[src/kpinact_pkg.sv]
`timescale 1ns / 1ps
`default_nettype none

package kpinact_pkg;

  // configuration register map
  localparam int unsigned ADDR_W = 4;
  localparam logic [1:0] REG_ACTIVE_TO_WANDER = 2'd0;
  localparam logic [1:0] REG_WANDER_TO_SLEEP  = 2'd1;
  localparam logic [1:0] REG_SLEEP_TO_WANDER  = 2'd2;

  localparam logic [31:0] ACTIVE_TO_WANDER_RST = 32'd5000;
  localparam logic [31:0] WANDER_TO_SLEEP_RST  = 32'd180000;
  localparam logic [31:0] SLEEP_TO_WANDER_RST  = 32'd60000;

  // key bit positions after inversion
  localparam int unsigned KEY_W      = 10;
  localparam int unsigned PAD_A      = 0;
  localparam int unsigned PAD_B      = 1;
  localparam int unsigned PAD_SELECT = 2;
  localparam int unsigned PAD_START  = 3;
  localparam int unsigned PAD_RIGHT  = 4;
  localparam int unsigned PAD_LEFT   = 5;
  localparam int unsigned PAD_UP     = 6;
  localparam int unsigned PAD_DOWN   = 7;
  localparam int unsigned PAD_R      = 8;
  localparam int unsigned PAD_L      = 9;

  localparam logic [1:0] GAZE_CENTRE = 2'd0;
  localparam logic [1:0] GAZE_LEFT   = 2'd1;
  localparam logic [1:0] GAZE_RIGHT  = 2'd2;
  localparam logic [1:0] GAZE_UP     = 2'd1;
  localparam logic [1:0] GAZE_DOWN   = 2'd2;

  typedef enum logic [1:0] {
    ACT_NONE      = 2'd0,
    ACT_TIMEOUT   = 2'd1,
    ACT_SET_SLEEP = 2'd2,
    ACT_SET_IDLE  = 2'd3
  } action_e;

  typedef struct packed {
    logic [31:0] active_to_wander_ms;
    logic [31:0] wander_dwell_ms;
    logic [31:0] sleep_to_wander_ms;
  } cfg_t;

  typedef struct packed {
    logic [1:0] phase_now;
    logic [1:0] phase_action;
    logic       doze_request;
    logic       happy_request;
    logic       wink_request;
    logic       press_event;
    logic       lid_right_closed;
    logic       lid_left_closed;
    logic [1:0] gaze_y;
    logic [1:0] gaze_x;
    logic       gaze_changed;
  } res_t;

endpackage

`default_nettype wire

[src/kpinact_cfg.sv]
`timescale 1ns / 1ps
`default_nettype none

module kpinact_cfg import kpinact_pkg::*; (
  input  wire logic              clk_i,
  input  wire logic              rst_ni,
  input  wire logic              psel,
  input  wire logic              penable,
  input  wire logic              pwrite,
  input  wire logic [ADDR_W-1:0] paddr,
  input  wire logic [31:0]       pwdata,
  output logic      [31:0]       prdata,
  output logic                   pready,
  output cfg_t                   cfg_o
);

  cfg_t cfg_q;
  logic wr_en;

  assign pready = 1'b1;
  assign wr_en  = psel && penable && pwrite && pready;
  assign cfg_o  = cfg_q;

  always_ff @(posedge clk_i or negedge rst_ni) begin
    if (!rst_ni) begin
      cfg_q.active_to_wander_ms <= ACTIVE_TO_WANDER_RST;
      cfg_q.wander_dwell_ms     <= WANDER_TO_SLEEP_RST;
      cfg_q.sleep_to_wander_ms  <= SLEEP_TO_WANDER_RST;
    end else if (wr_en) begin
      case (paddr[3:2])
        REG_ACTIVE_TO_WANDER: cfg_q.active_to_wander_ms <= pwdata;
        REG_WANDER_TO_SLEEP:  cfg_q.wander_dwell_ms     <= pwdata;
        REG_SLEEP_TO_WANDER:  cfg_q.sleep_to_wander_ms  <= pwdata;
        default: ;
      endcase
    end
  end

  always_comb begin
    case (paddr[3:2])
      REG_ACTIVE_TO_WANDER: prdata = cfg_q.active_to_wander_ms;
      REG_WANDER_TO_SLEEP:  prdata = cfg_q.wander_dwell_ms;
      REG_SLEEP_TO_WANDER:  prdata = cfg_q.sleep_to_wander_ms;
      default:              prdata = 32'd0;
    endcase
  end

endmodule

`default_nettype wire

[src/kpinact_core.sv]
`timescale 1ns / 1ps
`default_nettype none

module kpinact_core import kpinact_pkg::*; (
  input  wire logic             clk_i,
  input  wire logic             rst_ni,
  input  wire cfg_t             cfg_i,
  input  wire logic             in_valid_i,
  output logic                  in_ready_o,
  input  wire logic [KEY_W-1:0] in_keys_n_i,
  input  wire logic [31:0]      in_now_i,
  output logic                  out_valid_o,
  input  wire logic             out_ready_i,
  output res_t                  out_res_o
);

  typedef enum logic [1:0] {
    PH_ACTIVE = 2'd0,
    PH_WANDER = 2'd1,
    PH_SLEEP  = 2'd2
  } phase_e;

  // input register
  logic             s1_valid_q;
  logic [KEY_W-1:0] s1_keys_n_q;
  logic [31:0]      s1_now_q;

  // history and phase machine
  logic [KEY_W-1:0] prior_keys_q;
  logic [3:0]       prior_dir_q;
  logic [31:0]      last_act_q, last_act_d;
  logic [31:0]      phase_start_q, phase_start_d;
  phase_e           phase_q, phase_d;
  action_e          action_d;

  logic             out_valid_q;
  res_t             res_q, res_d;

  logic             adv, load, take;
  logic [KEY_W-1:0] keys, edges;
  logic [3:0]       dir;
  logic [31:0]      quiet, phase_age;

  assign adv        = !out_valid_q || out_ready_i;
  assign load       = s1_valid_q && adv;
  assign in_ready_o = !s1_valid_q || adv;
  assign take       = in_valid_i && in_ready_o;

  assign keys      = ~s1_keys_n_q;
  assign dir       = keys[PAD_DOWN:PAD_RIGHT];
  assign edges     = keys & ~prior_keys_q;
  assign quiet     = s1_now_q - last_act_q;
  assign phase_age = s1_now_q - phase_start_q;

  always_comb begin
    last_act_d    = last_act_q;
    phase_start_d = phase_start_q;
    phase_d       = phase_q;
    action_d      = ACT_NONE;
    if (keys != '0) begin
      last_act_d = s1_now_q;
      if (phase_q != PH_ACTIVE) begin
        phase_d       = PH_ACTIVE;
        phase_start_d = s1_now_q;
      end
    end else begin
      case (phase_q)
        PH_ACTIVE: begin
          if (quiet > cfg_i.active_to_wander_ms) begin
            action_d      = ACT_TIMEOUT;
            phase_d       = PH_WANDER;
            phase_start_d = s1_now_q;
          end
        end
        PH_WANDER: begin
          if (phase_age > cfg_i.wander_dwell_ms) begin
            action_d      = ACT_SET_SLEEP;
            phase_d       = PH_SLEEP;
            phase_start_d = s1_now_q;
          end
        end
        PH_SLEEP: begin
          if (phase_age > cfg_i.sleep_to_wander_ms) begin
            action_d      = ACT_SET_IDLE;
            phase_d       = PH_WANDER;
            phase_start_d = s1_now_q;
          end
        end
        default: ;
      endcase
    end
  end

  always_comb begin
    res_d.gaze_changed     = (dir != prior_dir_q);
    res_d.gaze_x           = keys[PAD_RIGHT] ? GAZE_RIGHT :
                             keys[PAD_LEFT]  ? GAZE_LEFT  : GAZE_CENTRE;
    res_d.gaze_y           = keys[PAD_DOWN]  ? GAZE_DOWN  :
                             keys[PAD_UP]    ? GAZE_UP    : GAZE_CENTRE;
    res_d.lid_left_closed  = keys[PAD_L];
    res_d.lid_right_closed = keys[PAD_R];
    res_d.press_event      = edges[PAD_A];
    res_d.wink_request     = edges[PAD_B];
    res_d.happy_request    = edges[PAD_START];
    res_d.doze_request     = edges[PAD_SELECT];
    res_d.phase_action     = action_d;
    res_d.phase_now        = phase_d;
  end

  always_ff @(posedge clk_i or negedge rst_ni) begin
    if (!rst_ni) begin
      s1_valid_q    <= 1'b0;
      out_valid_q   <= 1'b0;
      prior_keys_q  <= '0;
      prior_dir_q   <= '0;
      last_act_q    <= '0;
      phase_start_q <= '0;
      phase_q       <= PH_ACTIVE;
    end else begin
      if (in_ready_o) begin
        s1_valid_q <= in_valid_i;
      end
      if (adv) begin
        out_valid_q <= s1_valid_q;
      end
      if (load) begin
        prior_keys_q  <= keys;
        prior_dir_q   <= dir;
        last_act_q    <= last_act_d;
        phase_start_q <= phase_start_d;
        phase_q       <= phase_d;
      end
    end
  end

  always_ff @(posedge clk_i) begin
    if (take) begin
      s1_keys_n_q <= in_keys_n_i;
      s1_now_q    <= in_now_i;
    end
    if (load) begin
      res_q <= res_d;
    end
  end

  assign out_valid_o = out_valid_q;
  assign out_res_o   = res_q;

  // a held key always forces the active phase with no command
  assert property (@(posedge clk_i) disable iff (!rst_ni)
    (load && keys != '0) |=> (res_q.phase_action == ACT_NONE && phase_q == PH_ACTIVE))
    else $error("key held but phase not active");

  // any timed transition restarts the phase clock at the item time
  assert property (@(posedge clk_i) disable iff (!rst_ni)
    (load && action_d != ACT_NONE) |=> (phase_start_q == $past(s1_now_q)))
    else $error("phase start not updated on transition");

  // set-sleep command lands in sleep, others never do
  assert property (@(posedge clk_i) disable iff (!rst_ni)
    load |=> ((res_q.phase_action == ACT_SET_SLEEP) == (phase_q == PH_SLEEP &&
              $past(phase_q) == PH_WANDER)))
    else $error("sleep entry and command disagree");

  // result word reflects the phase it left behind
  assert property (@(posedge clk_i) disable iff (!rst_ni)
    load |=> (res_q.phase_now == phase_q))
    else $error("reported phase differs from state");

endmodule

`default_nettype wire

[src/keypad_inactivity_phase_fsm.sv]
// keypad inactivity phase machine
// s_axis carries one word per frame: a sample of the active-low 10-key pad and
// the current millisecond time. m_axis returns one result word per input word,
// in order: gaze change and coded gaze position, lid flags from the shoulder
// keys, rising-edge requests for A, B, START and SELECT, and the phase command
// and phase (active, wander, sleep) after the word.
// the APB port holds three 32-bit thresholds at 0x0, 0x4 and 0x8; compares are
// strict greater-than on wrapping time differences. write them only when idle.
// a word accepted on s_axis is held in the input register, and its result is
// loaded into the output register once that register is free.
// throughput is one word per cycle unless m_axis stalls, set by the single
// compute stage between input and output registers, which updates key history.
// when m_axis stalls, the result and input registers hold and s_axis_tready
// drops only once both are full.
// reset clears both stages and the history, returns the phase to active and
// reloads the thresholds with 5000, 180000 and 60000 ms.
`timescale 1ns / 1ps
`default_nettype none

module keypad_inactivity_phase_fsm import kpinact_pkg::*; (
  input  wire logic              clk_i,
  input  wire logic              rst_ni,
  input  wire logic              s_axis_tvalid,
  output logic                   s_axis_tready,
  // [9:0] key_levels_n, [41:10] now_ms, [47:42] zero
  input  wire logic [47:0]       s_axis_tdata,
  output logic                   m_axis_tvalid,
  input  wire logic              m_axis_tready,
  // [0] gaze_changed, [2:1] gaze_x, [4:3] gaze_y, [5] lid_left_closed,
  // [6] lid_right_closed, [7] press_event, [8] wink_request, [9] happy_request,
  // [10] doze_request, [12:11] phase_action, [14:13] phase_now, [15] zero
  output logic      [15:0]       m_axis_tdata,
  input  wire logic              psel,
  input  wire logic              penable,
  input  wire logic              pwrite,
  input  wire logic [ADDR_W-1:0] paddr,
  input  wire logic [31:0]       pwdata,
  output logic      [31:0]       prdata,
  output logic                   pready
);

  cfg_t cfg;
  res_t res;

  kpinact_cfg u_cfg (
    .clk_i   (clk_i),
    .rst_ni  (rst_ni),
    .psel    (psel),
    .penable (penable),
    .pwrite  (pwrite),
    .paddr   (paddr),
    .pwdata  (pwdata),
    .prdata  (prdata),
    .pready  (pready),
    .cfg_o   (cfg)
  );

  kpinact_core u_core (
    .clk_i       (clk_i),
    .rst_ni      (rst_ni),
    .cfg_i       (cfg),
    .in_valid_i  (s_axis_tvalid),
    .in_ready_o  (s_axis_tready),
    .in_keys_n_i (s_axis_tdata[9:0]),
    .in_now_i    (s_axis_tdata[41:10]),
    .out_valid_o (m_axis_tvalid),
    .out_ready_i (m_axis_tready),
    .out_res_o   (res)
  );

  // res_t is declared lowest field last, so it packs straight into the word
  assign m_axis_tdata = {1'b0, res};

endmodule

`default_nettype wire
[config.mk]
export PLATFORM = sky130hd
export DESIGN_NAME = keypad_inactivity_phase_fsm
export DESIGN_NICKNAME = d
export VERILOG_FILES = /design/src/kpinact_pkg.sv /design/src/kpinact_cfg.sv /design/src/kpinact_core.sv /design/src/keypad_inactivity_phase_fsm.sv
export SDC_FILE = /design/constraint.sdc
export NUM_CORES = 1
export LEC_CHECK = 0
export BUFFER_PORTS_ARGS = -buffer_cell sky130_fd_sc_hd__buf_2
export CAP_MARGIN = 20
export CELL_PAD_IN_SITES_DETAIL_PLACEMENT = 0
export CELL_PAD_IN_SITES_GLOBAL_PLACEMENT = 1
export CORE_ASPECT_RATIO = 0.5
export CORE_MARGIN = 2
export CORE_UTILIZATION = 35
export DETAILED_ROUTE_END_ITERATION = 7
export PLACE_DENSITY = 0.73
export SLEW_MARGIN = 20
export SYNTH_ARGS = -nofsm -noshare
export SYNTH_HDL_FRONTEND = slang
export SYNTH_SLANG_ARGS = --single-unit
export TNS_END_PERCENT = 20
[constraint.sdc]
create_clock -name clk_i -period 11.2 [get_ports clk_i]
set_input_delay 1.12 -clock clk_i [delete_from_list [all_inputs] [get_ports clk_i]]
set_output_delay 1.12 -clock clk_i [all_outputs]
set_load 0.03 [all_outputs]
==> reports/qor.txt <==
Die Ht: 147.9 um
Adder-cell share of the synthesized area: 0.1391
Via count: 10,967
Mux share of post-synthesis cell area: 0.07635
Max Buffers Root-to-Sink: 3
Full die area: 43,180 um2
H-tree level count: 1
Slew @ Worst Pin: 1.051 ns
Leading cell type in the layout, fill and taps excluded: inv_1
Met1 Use GR: 0.2478
Commonest cells after routing, fill and taps aside: 178 x inv_1, 172 x o21ai_0, 168 x nand2_1
Setup TNS: 0 ns
Max-slew headroom: 0.2947
Pint: 1.851 mW
Width of the chip: 291.9 um
Input/output buffers: 131
Starting DRT DRC Count: 572
Vias/cell: 5.008
Ys flop type: dfrtp_1
Synthesized area per cell: 9.636 um2
Number of core rows: 52
Clock share of power: 0.285
Arrival @ worst endpoint: 6.99 ns
Number of global-route vias before repair: 10,514
Num ports: 142
Global route overflow: 0
Initial antenna violation count: 2
Tmin final: 6.568 ns
Worst EP required: 11.62 ns
Startpoint types: flip-flop
Average routed wire per standard cell: 17.38 um
Gr busiest metal: met2
Syn_nets: 1,756
Final hold vios: 0
Total wire length: 38,060 um
Post-synth EDFFs: 57
Count of cell types in the netlist: 74
Dpl hpwl: 28,310 um
First-pass GRT wire length: 59,620 um
Outcome: finished, final reports clean
Hold buffer count at cts: 0
Clock root cell: clkbuf_16
Flops & latches, synth: 229
CTS resizes: 0
Setup CP Type: reg -> reg
Power Total: 2.836 mW
Clock skew: 0.01412 ns
M2 GR Usage: 0.2848
GRT Total Usage: 0.1764
Remaining DRCs: 0
CTS Buf Count: 25
CTS tree: built
Clock sink count: 229
Met3 Usage GRT: 0.02872
Hold Crit Class: reg -> reg
Worst skew pair latency: 0.55 ns
Maximum Capacitance Violations: 0
Ratio of cells with drive above 1 in the final layout: 0.1546
Postcts setup bufs: 0
Part of the cycle the worst path needs: 0.5864
Final Util: 0.4074
Clk pin slew, worst setup/hold paths: 0.06 ns
Sw Pwr: 0.9852 mW
Crit path capture type: flip-flop
Asr flop ratio synth: 0.7511
Routed Antenna Nets: 0
Sequential share of power: 0.376
Synth Area in Compound Gates: 0.1632
Cells after Synth: 1,505
Largest family of logic cells by synthesized area: compound AO/OA/AOI/OAI gates
Final hold slack: 0.4839 ns
Largest net degree at the start of global routing: 65
Area Overhead vs Synth: 14.22%
Crit Path Max Fanout: 32
Detailed Routing Iterations Pass 1: 5
Mapped Area: 14,500 um2
Core area: 40,660 um2
Final Max Slew Viols: 0
Synth warn: 0
FMAX: 0.1523 GHz
Post-Synth Simple-Gate Area: 0.1127
Power Dens Cells: 171.2 nW/um2
Peak supply drop: 92.02 uV
RSZ-0062 raised after global routing: false
Post-Synth XOR/XNOR Area: 0.03322
Leakage: 7.697 nW
Gate power share: 0.339
Sw Share: 0.3474
Final Wtd Congestion: 0.8290
Finish-stage setup viols: 0
Initial core utilization: 0.3566
Seq/Total Area, Yosys: 0.4166
Nets@finish: 1,881
-- Yosys cell counts, types with 33 or more instances --
| master | instances | area [um2] |
|---|---|---|
| nand4_1 | 34 | 212.7 |
| o21ai_0 | 172 | 860.8 |
| a21o_1 | 57 | 427.9 |
| edfxtp_1 | 57 | 1712 |
| nor2_1 | 45 | 168.9 |
| clkbuf_1 | 33 | 123.9 |
| nand2_1 | 169 | 634.4 |
| mux2_2 | 39 | 439.2 |
| a21oi_1 | 71 | 355.3 |
| mux2i_1 | 33 | 330.3 |
| dfrtp_1 | 151 | 3779 |
| inv_1 | 178 | 668.1 |
| ha_1 | 158 | 1977 |
-- final timing paths --
path	from	endpoint	slack (ns)	cells after the start
setup / recovery	u_core.s1_now_q[1]	u_core.phase_start_q[23]	4.63	19
hold / removal	u_core.prior_keys_q[3]	u_core.prior_keys_q[3]	0.48	2
setup reg to reg	u_core.s1_now_q[1]	u_core.phase_start_q[23]	4.63	19
hold reg to reg	u_core.prior_keys_q[3]	u_core.prior_keys_q[3]	0.48	2
max in group asynchronous	rst_ni	u_cfg.cfg_o[34]	8.68	3
min in group asynchronous	rst_ni	u_core.last_act_q[23]	0.54	1
-- power groups by stage --
stage	Sequential [mW]	Clock (mW)	Combinational (mW)
2_1_floorplan	1.07	0	0.691
3_3_place_gp	1.08	0	0.952
3_5_place_dp	1.08	0	0.961
4_1_cts	1.07	0.830	0.968
5_1_grt	1.08	0.863	1.09
6_report	1.07	0.809	0.961
-- registers in the layout, summed over array words and instances (netlist names) --
register	cells
u_core.phase_q	2
u_core.s1_keys_n_q	10
u_core.last_act_q	32
u_core.prior_keys_q	4
u_core.s1_valid_q	1
u_core.phase_start_q	32
u_core.s1_now_q	32
u_cfg.cfg_o	96
u_core.prior_dir_q	4
u_core.out_res_o	15
u_core.out_valid_o	1
-- cell type report --
class                   instances  area (um2)
diodes                          1       2.502
clock buffers                  41       725.7
clock inverters                 5       51.30
inverters                     179       671.9
multi-input cells            1054        7639
fillers                      4040       24100
repair buffers                141       757.0
flip-flops and latches        229        6042
well taps                     540       675.6
-- logic make-up (layout without fill, tap and decap cells) --
family,Yosys count,count (layout)
buffers and inverters,222,366
adder cells (fa/ha/maj),160,160
flip-flops,229,229
AO/OA/AOI/OAI,389,389
other,2,3
XOR/XNOR,55,55
AND/OR/NAND/NOR,346,346
multiplexers,102,102
-- through the flow --
step	worst slack [ns]	area, um2	cells
floorplan	5.948	14500	1505
global placement	4.733	15760	2142
detailed placement	4.670	15760	2142
CTS	4.641	16530	2188
global route	4.267	16560	2190
finish	4.632	16560	2190
-- critical path, cell delays in order (launching register included) --
cell       delay [ns]
edfxtp_1         0.53
ha_1             0.34
nor2b_1          0.13
o21a_1           0.18
a311o_2          0.46
a2111oi_2        0.66
o211a_1          0.32
or4_1            0.18
a211oi_1         0.08
or4b_1           0.63
ha_1             0.35
nand4_1          0.15
nor4_1           0.55
nand3_1          0.28
nor3b_1          0.22
a22o_1           0.23
nor3b_1          0.18
or4b_1           0.13
buf_4            0.45
mux2_1           0.38
-- per-layer routing --
| layer | vias to the layer above | routed length, um |
|---|---|---|
| li1 | 5535 | - |
| met1 | 5195 | 18340 |
| met2 | 195 | 17220 |
| met3 | 42 | 1695 |
| met4 | 0 | 812 |
| met5 | - | 0 |
Note: power is estimated with default switching activity, not from simulation.
